--- src/design/mm64_pkg.sv ---
// Shared types and constants for the MurmurHash64A byte-stream hasher.
// Used by the constant multiplier unit and by the top-level sequencer.
// No dependencies.
package mm64_pkg;

    // Magic multiplier and mixing shift of the 64-bit Murmur variant.
    localparam logic [63:0] MAGIC_MULT = 64'hC6A4_A793_5BD1_E995;
    localparam int unsigned MIX_SHIFT = 47;

    // Request into the shared multiplier: one pulse starts one product.
    typedef struct packed {
        logic        start;
        logic [63:0] operand;
    } t_mul_req;

    // Response from the shared multiplier: product is held until the next start.
    typedef struct packed {
        logic        done;
        logic [63:0] product;
    } t_mul_rsp;

    // Fold the high bits of a word back into its low bits.
    function automatic logic [63:0] fold_shift(input logic [63:0] v);
        return v ^ (v >> MIX_SHIFT);
    endfunction

endpackage

--- src/design/mm64_mul.sv ---
// Multiplies a 64-bit operand by the magic constant, modulo 2^64.
// One 32x32 multiplier is reused in three steps, one partial product per step.
// Depends on mm64_pkg.
module mm64_mul (
    input  logic              i_clk,
    input  logic              i_rst_n,
    input  mm64_pkg::t_mul_req i_req,
    output mm64_pkg::t_mul_rsp o_rsp
);
    import mm64_pkg::*;

    // Partial products in the order they are accumulated.
    typedef enum logic [2:0] {
        STEP_LO_LO = 3'b001,
        STEP_HI_LO = 3'b010,
        STEP_LO_HI = 3'b100
    } t_step;

    logic        r_busy;
    logic        r_done;
    t_step       r_step;
    logic [63:0] r_a;
    logic [63:0] r_acc;

    logic [31:0] op_a;
    logic [31:0] op_b;
    logic [63:0] prod;

    // Operand selection for the single 32x32 multiplier.
    always_comb begin
        unique case (r_step)
            STEP_LO_LO: begin
                op_a = r_a[31:0];
                op_b = MAGIC_MULT[31:0];
            end
            STEP_HI_LO: begin
                op_a = r_a[63:32];
                op_b = MAGIC_MULT[31:0];
            end
            STEP_LO_HI: begin
                op_a = r_a[31:0];
                op_b = MAGIC_MULT[63:32];
            end
            default: begin
                op_a = r_a[31:0];
                op_b = MAGIC_MULT[31:0];
            end
        endcase
    end

    // Both operands are 32 bits wide, so the product fits exactly in 64 bits.
    assign prod = 64'(op_a) * 64'(op_b);

    // Control: a start loads the operand and runs the three steps.
    always_ff @(posedge i_clk) begin
        if (!i_rst_n) begin
            r_busy <= 1'b0;
            r_done <= 1'b0;
            r_step <= STEP_LO_LO;
        end else begin
            r_done <= 1'b0;
            if (i_req.start) begin
                r_busy <= 1'b1;
                r_step <= STEP_LO_LO;
            end else if (r_busy) begin
                unique case (r_step)
                    STEP_LO_LO: r_step <= STEP_HI_LO;
                    STEP_HI_LO: r_step <= STEP_LO_HI;
                    STEP_LO_HI: begin
                        r_busy <= 1'b0;
                        r_done <= 1'b1;
                        r_step <= STEP_LO_LO;
                    end
                    default: r_step <= STEP_LO_LO;
                endcase
            end
        end
    end

    // Datapath: the cross terms only reach the upper half of the result.
    always_ff @(posedge i_clk) begin
        if (i_req.start) begin
            r_a <= i_req.operand;
        end
        if (r_busy) begin
            if (r_step == STEP_LO_LO) begin
                r_acc <= prod;
            end else begin
                r_acc[63:32] <= r_acc[63:32] + prod[31:0];
            end
        end
    end

    assign o_rsp = {r_done, r_acc};

endmodule

--- src/design/murmur64a_byte_hash.sv ---
// Top level of the streaming MurmurHash64A hasher: sequencer and hash state.
// Instantiates mm64_mul, the shared constant multiplier. Depends on mm64_pkg.
//
//  Channel | Direction | Handshake                | Payload
//  --------+-----------+--------------------------+----------------------------------
//  in      | sink      | i_in_valid / o_in_stall  | first, seed, length, word, count, last
//  out     | source    | o_out_valid / i_out_stall| o_hash_value
//
// Every product by the magic constant runs on the shared multiplier.
// A middle chunk holds the input for three products plus dispatch; a first chunk
// adds the length product, and a last chunk adds the finalization product,
// with fewer products when its tail is short or empty.
// Reset is synchronous and clears the sequencer, output valid and the running hash.
// A finished hash waits in the output register under stall while the next chunk
// is accepted; finalization waits only if the previous hash is still stalled.
module murmur64a_byte_hash (
    input  logic        i_clk,
    input  logic        i_rst_n,
    input  logic        i_in_valid,
    output logic        o_in_stall,
    input  logic        i_first_chunk,
    input  logic [63:0] i_seed_value,
    input  logic [31:0] i_total_length,
    input  logic [63:0] i_chunk_word,
    input  logic [3:0]  i_byte_count,
    input  logic        i_last_chunk,
    output logic        o_out_valid,
    input  logic        i_out_stall,
    output logic [63:0] o_hash_value
);
    import mm64_pkg::*;

    typedef enum logic [7:0] {
        S_IDLE  = 8'b0000_0001,
        S_LEN   = 8'b0000_0010,
        S_ROUTE = 8'b0000_0100,
        S_KMUL1 = 8'b0000_1000,
        S_KMUL2 = 8'b0001_0000,
        S_HMUL  = 8'b0010_0000,
        S_FIN   = 8'b0100_0000,
        S_OUT   = 8'b1000_0000
    } t_state;

    t_state      r_state, n_state;
    logic        r_issued, n_issued;
    logic        r_ovalid, n_ovalid;
    logic [63:0] r_out, n_out;
    logic [63:0] r_h, n_h;
    logic [63:0] r_k, n_k;
    logic [63:0] r_word, n_word;
    logic [63:0] r_seed, n_seed;
    logic [31:0] r_len, n_len;
    logic [3:0]  r_cnt, n_cnt;
    logic        r_last, n_last;

    t_mul_req    mul_req;
    t_mul_rsp    mul_rsp;
    logic        mul_state;
    logic [5:0]  tail_bits;
    logic [63:0] tail_mask;

    mm64_mul u_mul (
        .i_clk   (i_clk),
        .i_rst_n (i_rst_n),
        .i_req   (mul_req),
        .o_rsp   (mul_rsp)
    );

    // Mask that keeps the valid bytes of a short tail.
    assign tail_bits = {r_cnt[2:0], 3'b000};
    assign tail_mask = (64'd1 << tail_bits) - 64'd1;

    // Multiplier requests: one start on entry to each multiply state.
    assign mul_state = (r_state == S_LEN) || (r_state == S_KMUL1) || (r_state == S_KMUL2)
                    || (r_state == S_HMUL) || (r_state == S_FIN);

    always_comb begin
        mul_req.start = mul_state && !r_issued;
        unique case (r_state)
            S_LEN:   mul_req.operand = {32'd0, r_len};
            S_KMUL1: mul_req.operand = r_word;
            S_KMUL2: mul_req.operand = r_k;
            S_HMUL:  mul_req.operand = r_h;
            S_FIN:   mul_req.operand = fold_shift(r_h);
            default: mul_req.operand = r_h;
        endcase
    end

    // Sequencer and datapath next-state logic.
    always_comb begin
        n_state  = r_state;
        n_issued = r_issued;
        n_ovalid = r_ovalid;
        n_out    = r_out;
        n_h      = r_h;
        n_k      = r_k;
        n_word   = r_word;
        n_seed   = r_seed;
        n_len    = r_len;
        n_cnt    = r_cnt;
        n_last   = r_last;

        if (mul_req.start) begin
            n_issued = 1'b1;
        end
        if (mul_rsp.done) begin
            n_issued = 1'b0;
        end

        // A completed output transfer frees the result register.
        if (r_ovalid && !i_out_stall) begin
            n_ovalid = 1'b0;
        end

        unique case (r_state)
            S_IDLE: begin
                if (i_in_valid) begin
                    n_word  = i_chunk_word;
                    n_seed  = i_seed_value;
                    n_len   = i_total_length;
                    n_cnt   = i_byte_count;
                    n_last  = i_last_chunk;
                    n_state = i_first_chunk ? S_LEN : S_ROUTE;
                end
            end
            S_LEN: begin
                if (mul_rsp.done) begin
                    n_h     = r_seed ^ mul_rsp.product;
                    n_state = S_ROUTE;
                end
            end
            S_ROUTE: begin
                // Full chunks are premixed; a short tail is folded in raw.
                if (!r_last || r_cnt[3]) begin
                    n_state = S_KMUL1;
                end else if (r_cnt[2:0] != 3'd0) begin
                    n_h     = r_h ^ (r_word & tail_mask);
                    n_state = S_HMUL;
                end else begin
                    n_state = S_FIN;
                end
            end
            S_KMUL1: begin
                if (mul_rsp.done) begin
                    n_k     = fold_shift(mul_rsp.product);
                    n_state = S_KMUL2;
                end
            end
            S_KMUL2: begin
                if (mul_rsp.done) begin
                    n_h     = r_h ^ mul_rsp.product;
                    n_state = S_HMUL;
                end
            end
            S_HMUL: begin
                if (mul_rsp.done) begin
                    n_h     = mul_rsp.product;
                    n_state = r_last ? S_FIN : S_IDLE;
                end
            end
            S_FIN: begin
                if (mul_rsp.done) begin
                    n_state = S_OUT;
                end
            end
            S_OUT: begin
                // The product stays held in the multiplier until the slot frees.
                if (!r_ovalid || !i_out_stall) begin
                    n_out    = fold_shift(mul_rsp.product);
                    n_ovalid = 1'b1;
                    n_state  = S_IDLE;
                end
            end
            default: begin
                n_state = S_IDLE;
            end
        endcase
    end

    // Control registers and the running hash.
    always_ff @(posedge i_clk) begin
        if (!i_rst_n) begin
            r_state  <= S_IDLE;
            r_issued <= 1'b0;
            r_ovalid <= 1'b0;
            r_h      <= 64'd0;
        end else begin
            r_state  <= n_state;
            r_issued <= n_issued;
            r_ovalid <= n_ovalid;
            r_h      <= n_h;
        end
    end

    // Payload registers.
    always_ff @(posedge i_clk) begin
        r_out  <= n_out;
        r_k    <= n_k;
        r_word <= n_word;
        r_seed <= n_seed;
        r_len  <= n_len;
        r_cnt  <= n_cnt;
        r_last <= n_last;
    end

    assign o_in_stall   = (r_state != S_IDLE);
    assign o_out_valid  = r_ovalid;
    assign o_hash_value = r_out;

endmodule
--- config.mk ---
export PLATFORM = sky130hd
export DESIGN_NAME = murmur64a_byte_hash
export DESIGN_NICKNAME = d
export VERILOG_FILES = /design/src/design/mm64_pkg.sv /design/src/design/mm64_mul.sv /design/src/design/murmur64a_byte_hash.sv
export SDC_FILE = /design/constraint.sdc
export NUM_CORES = 2
export LEC_CHECK = 0
export ABC_CLOCK_PERIOD_IN_PS = 9800
export BUFFER_PORTS_ARGS = -buffer_cell sky130_fd_sc_hd__buf_2
export CORE_UTILIZATION = 50
export CTS_CLUSTER_SIZE = 30
export DETAILED_ROUTE_END_ITERATION = 16
export HOLD_SLACK_MARGIN = 0.15
export PLACE_DENSITY = 0.68
export SLEW_MARGIN = 10
export SYNTH_ARGS = -nofsm -noshare
export SYNTH_HDL_FRONTEND = slang
export SYNTH_SLANG_ARGS = --single-unit
--- constraint.sdc ---
create_clock -name i_clk -period 9.8 [get_ports i_clk]
set_input_delay 0.98 -clock i_clk [delete_from_list [all_inputs] [get_ports i_clk]]
set_output_delay 0.98 -clock i_clk [all_outputs]
set_load 0.01 [all_outputs]
Word-level counts from Yosys, hierarchy flattened
Cells that the tools add are included.
- register bits after elaboration: 500
- output and inout bits: 66
- logic and storage cells: 103
- input bits: 170
- equality and inequality tests: 21
- multiplexer cells: 30
- bitwise logic cells: 8
- $add $sub $neg: 2
- shift operators: 1
- $mul: 1
- reduce and logical (&&, ||, !) cells: 23
- operator list (cell ; count):
    64-bit one-hot mux with 4 select lines ; 2
    64-bit 2-to-1 mux ; 5
    64-bit bitwise XOR ; 3
    64-bit by 17-bit bitwise XOR with 64-bit output ; 2
    32-bit 2-to-1 mux ; 3
    64-bit AND ; 1
    32-bit by 32-bit multiplier with 64-bit output ; 1
    8-bit one-hot mux with 8 select lines ; 1
    1-bit by 6-bit left shift with 64-bit output (first input constant) ; 1
    64-bit by 1-bit subtractor with 64-bit output (second input constant) ; 1
    8-bit 2-to-1 mux ; 7
    32-bit adder ; 1
    7-bit 2-to-1 mux ; 3
    2-bit by 1-bit inequality test with 1-bit output (second input constant) ; 5
    8-bit by 1-bit equality test with 1-bit output (second input constant) ; 1
    8-bit by 2-bit equality test with 1-bit output (second input constant) ; 1
    8-bit by 3-bit equality test with 1-bit output (second input constant) ; 1
    8-bit by 4-bit equality test with 1-bit output (second input constant) ; 1
    8-bit by 5-bit equality test with 1-bit output (second input constant) ; 1
    8-bit by 6-bit equality test with 1-bit output (second input constant) ; 1
    8-bit by 7-bit equality test with 1-bit output (second input constant) ; 1
    8-bit equality test (second input constant) ; 1
    2-bit inequality test (second input constant) ; 4
    8-bit by 1-bit inequality test with 1-bit output (second input constant) ; 1
    17 further kinds ; 37

Longest topological paths before layout
- word-level depth: 7
- mapped depth: 43
- mapped depth without buffers: 39

Modules after synthesis
From an unflattened synthesis, not the netlist that was laid out.
- cell total of the unflattened synthesis: 4431
- area total of the unflattened synthesis: 47287.9 sq um
- by module, submodules not included (module ; instances ; seq. area each (sq um) ; area an instance (sq um) ; cells an instance):
    mm64_mul ; 1 ; 3943.8 ; 30533.0 ; 2955
    murmur64a_byte_hash ; 1 ; 10279.9 ; 16754.8 ; 1476

Least setup slack after synthesis
Ideal clock, no wire load.
- path type: register -> register
- start: register u_mul.r_step[1]
- end: register u_mul.r_acc[63] (data pin)
- buffers on the path: 3
- arrival time: 9.543 ns
- library setup time: 0.169 ns
- cell stages (with the launch flop): 38
- slack: 0.088 ns
- clock period less this slack: 9.712 ns
- cell sequence: dfxtp_1 nor3b_1 clkbuf_1 buf_2 buf_1 mux2i_1 inv_1 nand2_1 inv_1 ha_1 fa_1 inv_1 fa_1 fa_1 inv_1 fa_1 inv_1 fa_1 (+2 left out) fa_1 ha_1 nand4_1 or4_1 o21a_1 xnor2_1 ha_1 a21o_1 a21oi_1 nor2_1 nor2_1 o21ai_0 a21o_1 o31ai_1 o21ai_0 xnor2_1 nor2_1 nor4b_2
- longest elaborated chain between the ends: 5
- elaborated cells between the ends (all ways): 8
- those cells by class: 1 x add/sub; 1 x mul; 3 x eq/ne; 3 x mux
- RTL lines (what ; line ; source):
    start, declared ; mm64_mul.sv:21 ; t_step r_step;
    start signal, assigned ; mm64_mul.sv:59 ; r_step <= STEP_LO_LO;
    start signal, assigned ; mm64_mul.sv:64 ; r_step <= STEP_LO_LO;
    start signal, assigned ; mm64_mul.sv:67 ; STEP_LO_LO: r_step <= STEP_HI_LO;
    3-bit by 2-bit equality test with 1-bit output / 3-bit equality test (equally long branches) ; mm64_mul.sv:31 ; unique case (r_step)
    32-bit 2-to-1 mux ; mm64_mul.sv:31 ;
    32-bit by 32-bit multiplier with 64-bit output (*) ; mm64_mul.sv:52 ; assign prod = 64'(op_a) * 64'(op_b);
    named net u_mul.prod[22] ; mm64_mul.sv:27 ; logic [63:0] prod;
    32-bit adder (*) ; mm64_mul.sv:89 ; r_acc[63:32] <= r_acc[63:32] + prod[31:0];
    32-bit 2-to-1 mux (*) ; mm64_mul.sv:86 ; if (r_step == STEP_LO_LO) begin
    end signal, assigned ; mm64_mul.sv:87 ; r_acc <= prod;
    end signal, assigned ; mm64_mul.sv:89 ;
    end, declared ; mm64_mul.sv:23 ; logic [63:0] r_acc;
Mark *: on every way through the listed nets, which the timed path passes. The rest lies on a longest branch.
A chain may end at the register's enable or synchronous reset.

Worst setup path after layout
Ends and elaborated chain as after synthesis.

==> results.yml <==
critical_path:
  crit_path_category: "reg -> reg"
  cp.arrival_ns: 9.88
  worst-endpoint-required_ns: 10.21
  worst-path-max-fanout: 12
  crit_slowest_cell: "sky130_fd_sc_hd__fa_1"
  worst_setup_path_startpoint: "u_mul.r_step[1]"
  timing.critical_path.mode_cell: "sky130_fd_sc_hd__fa_1"
  critical_path.endpoint_type: "flop"
  critPathMaxStageDelay_ns: 0.55
  r2r_start: "u_mul.r_step[1]"
  setup.worst_path.start_class: "flop"
sta:
  final-hold-violation-count: 0
  timing.clock.skew_ns: 0.03620
  final.period_utilization: 0.9656
  unrepaired_setup_endpoints_after_global_routing: "yes"
  worst_max_slew_pin_slew_ns: 1.201
  slew_violations: 0
  final-setup-viol-count: 0
  timing.final.crit_period_ns: 9.463
  max_clock_freq_mhz: 105.7
  worst_slew_margin_rel: 0.1971
routing:
  vias_per_cell: 5.726
  dr_wl_cell_um: 24.83
  drcViolationCount: 0
  drt.antenna.violating_nets: 0
  vias: 33616
  detailedRoute.firstPassIterationCount: 8
  drt_iter0_markers: 3212
  totalWireLength_um: 145800
synth:
  synth-warning-count: 0
  yosys.area.top_type_share: 0.2722
  synth-main-ff-cell: "sky130_fd_sc_hd__edfxtp_1"
  gate_count_of_the_mapped_netlist: 4307
  postSynthRegisterBits: 500
  synth_edf_count: 421
  post_synth.cell_area_avg_sq_um: 10.78
  netlist-cell-type-count: 73
  synth_area_sq_um: 46440
  synth_area_leader_cell: "sky130_fd_sc_hd__edfxtp_1"
  synth_sequential_area_ratio: 0.3063
  top_cells_by_area_synth: "sky130_fd_sc_hd__edfxtp_1 27%, sky130_fd_sc_hd__fa_1 26%, sky130_fd_sc_hd__ha_1 12%"
  synth_async_sr_flop_share: 0
final_layout:
  post_route_cells_drive_above_1_share: 0.1186
  antenna-diode-count: 0
  final_util: 0.5625
  area_added_between_synthesis_and_finish_pct: 11.20
  layout_commonest_cell: "sky130_fd_sc_hd__inv_1"
  design.final.nets: 5810
  leading_cell_types_in_the_layout_fill_and_taps_excluded: "780 x sky130_fd_sc_hd__inv_1, 609 x sky130_fd_sc_hd__fa_1, 436 x sky130_fd_sc_hd__ha_1, 421 x sky130_fd_sc_hd__edfxtp_1, 374 x sky130_fd_sc_hd__nand2_1"
clock_tree:
  numCtsBuffers: 47
  worstSkewPairLatency_ns: 0.60
  cts_max_level: 2
  cts_sinks: 500
  cts.reportedPaths.clkPinSlew_ns: 0.06
  cts_hold_buf: 0
  cts.root.buffer_cell: "sky130_fd_sc_hd__clkbuf_16"
  tritoncts: "yes"
  cts_max_path_buffers: 3
run_status:
  outcome: "finished clean"
run:
  drv_cap: 0
global_routing:
  first_global_vias: 34148
  grt_overflow_total: 0
  maximum_number_of_pins_on_one_net_before_global_route_repair: 80
  grtUsageTotal: 0.3150
  first_pass_grt_wire_length_um: 218200
  antenna_violations_before_repair: 5
min_path:
  min_delay_src: "r_h[40]"
  min-delay-path-class: "reg -> reg"
floorplanning:
  row_count: 111
  placeable_area_sq_um: 91800
  floorplan.initialDensity: 0.5059
  i_o_pin_cnt: 236
  design.die.area_sq_um: 94100
  floorplan.die.width_um: 306.8
  fp.dieH_um: 306.8
placed_design:
  hpwl_um: 119000
  routabilityCongestion: 0.9860
  port_buffers: 235
## layer usage
layer / global-route usage / up-vias / share of wire
li1: - / 14951 / -
met1: 0.4429 / 16872 / 0.42
met2: 0.4924 / 1534 / 0.45
met3: 0.04873 / 253 / 0.084
met4: 0.1212 / 6 / 0.044
met5: 0 / - / 0.00028
## critical path, delay by kind of cell (launching register included)
kind | cells | cell delay [ns]
buf+inv | 8 | 1.03
fa+ha+maj | 10 | 4.63
simple gates | 8 | 1.59
xor+xnor | 2 | 0.63
compound gates | 4 | 0.70
mux | 1 | 0.26
flops | 1 | 0.41
## through the flow
step | area, sq um | hold WS [ns] | worst slack [ns] | setup TNS, ns | instances
after detailed placement | 49880 | 0.4803 | -0.05166 | -0.05166 | 5779
after global placement | 49880 | 0.4770 | 0.001844 | 0 | 5779
final | 51640 | 0.4884 | 0.3370 | 0 | 5871
after CTS | 51480 | 0.4897 | 0.02066 | 0 | 5862
after floorplan | 46450 | 0.4348 | 0.08839 | 0 | 4311
after global routing | 51640 | 0.5365 | -0.04607 | -0.04607 | 5871
## synth_stat cells, drive strengths merged (27+ instances only)
cell type  number
a21oi         193
xnor2         142
edfxtp        421
nor2          210
mux2i          27
inv           785
a21o           73
o21ai         163
xor2           64
clkbuf        153
dfxtp          79
fa            609
nand2         377
ha            437
a22oi          85
o211a          64
o2111ai        40
## registers in the layout (all words and copies together) (netlist names), 3 cells and up
| name | count |
|---|---|
| u_mul.r_a | 64 |
| r_h | 64 |
| r_state | 8 |
| u_mul.r_step | 3 |
| o_hash_value | 64 |
| u_mul.r_acc | 64 |
| r_k | 64 |
| r_seed | 64 |
| r_cnt | 4 |
| r_len | 32 |
| r_word | 64 |
## final cells by class
cell class / instances / area, sq um
inverter: 785 / 2954
sequential: 500 / 14220
fill: 7907 / 40160
clock buffer: 57 / 1235
tap: 1243 / 1555
multi-input combinational: 2850 / 28780
clock inverter: 26 / 355.3
timing repair buffer: 410 / 2532
## logic make-up (layout without fill, tap and decap cells)
logic type	Yosys count	count (layout)	synth area share
adders and majority gates	1046	1046	0.3803
buffers and inverters	961	1278	0.07789
AOI/OAI and AO/OA	800	800	0.1183
and+or+nand+nor	757	757	0.07048
DFF	500	500	0.3063
xor gates and xnor gates	206	206	0.03885
muxes	35	35	0.007760
other	2	6	0.0001617
## what timing repair did
item                                    CTS  global route
resized for setup                         1            20
buffers inserted                          0             8
cloned                                    0             1
pin swaps                                 0             1
endpoints found under the setup margin    1             6
## worst paths after layout
| path | endpoint | slack, ns | cells after the start |
|---|---|---|---|
| min reg2reg | r_h[40] | 0.49 | 2 |
| min | r_h[40] | 0.49 | 2 |
| max | u_mul.r_acc[63] | 0.34 | 33 |
| max reg2reg | u_mul.r_acc[63] | 0.34 | 33 |
Power is left out: the tool's default activity adds up to more than one toggle a clock period on the data nets, which glitch-free logic cannot reach.
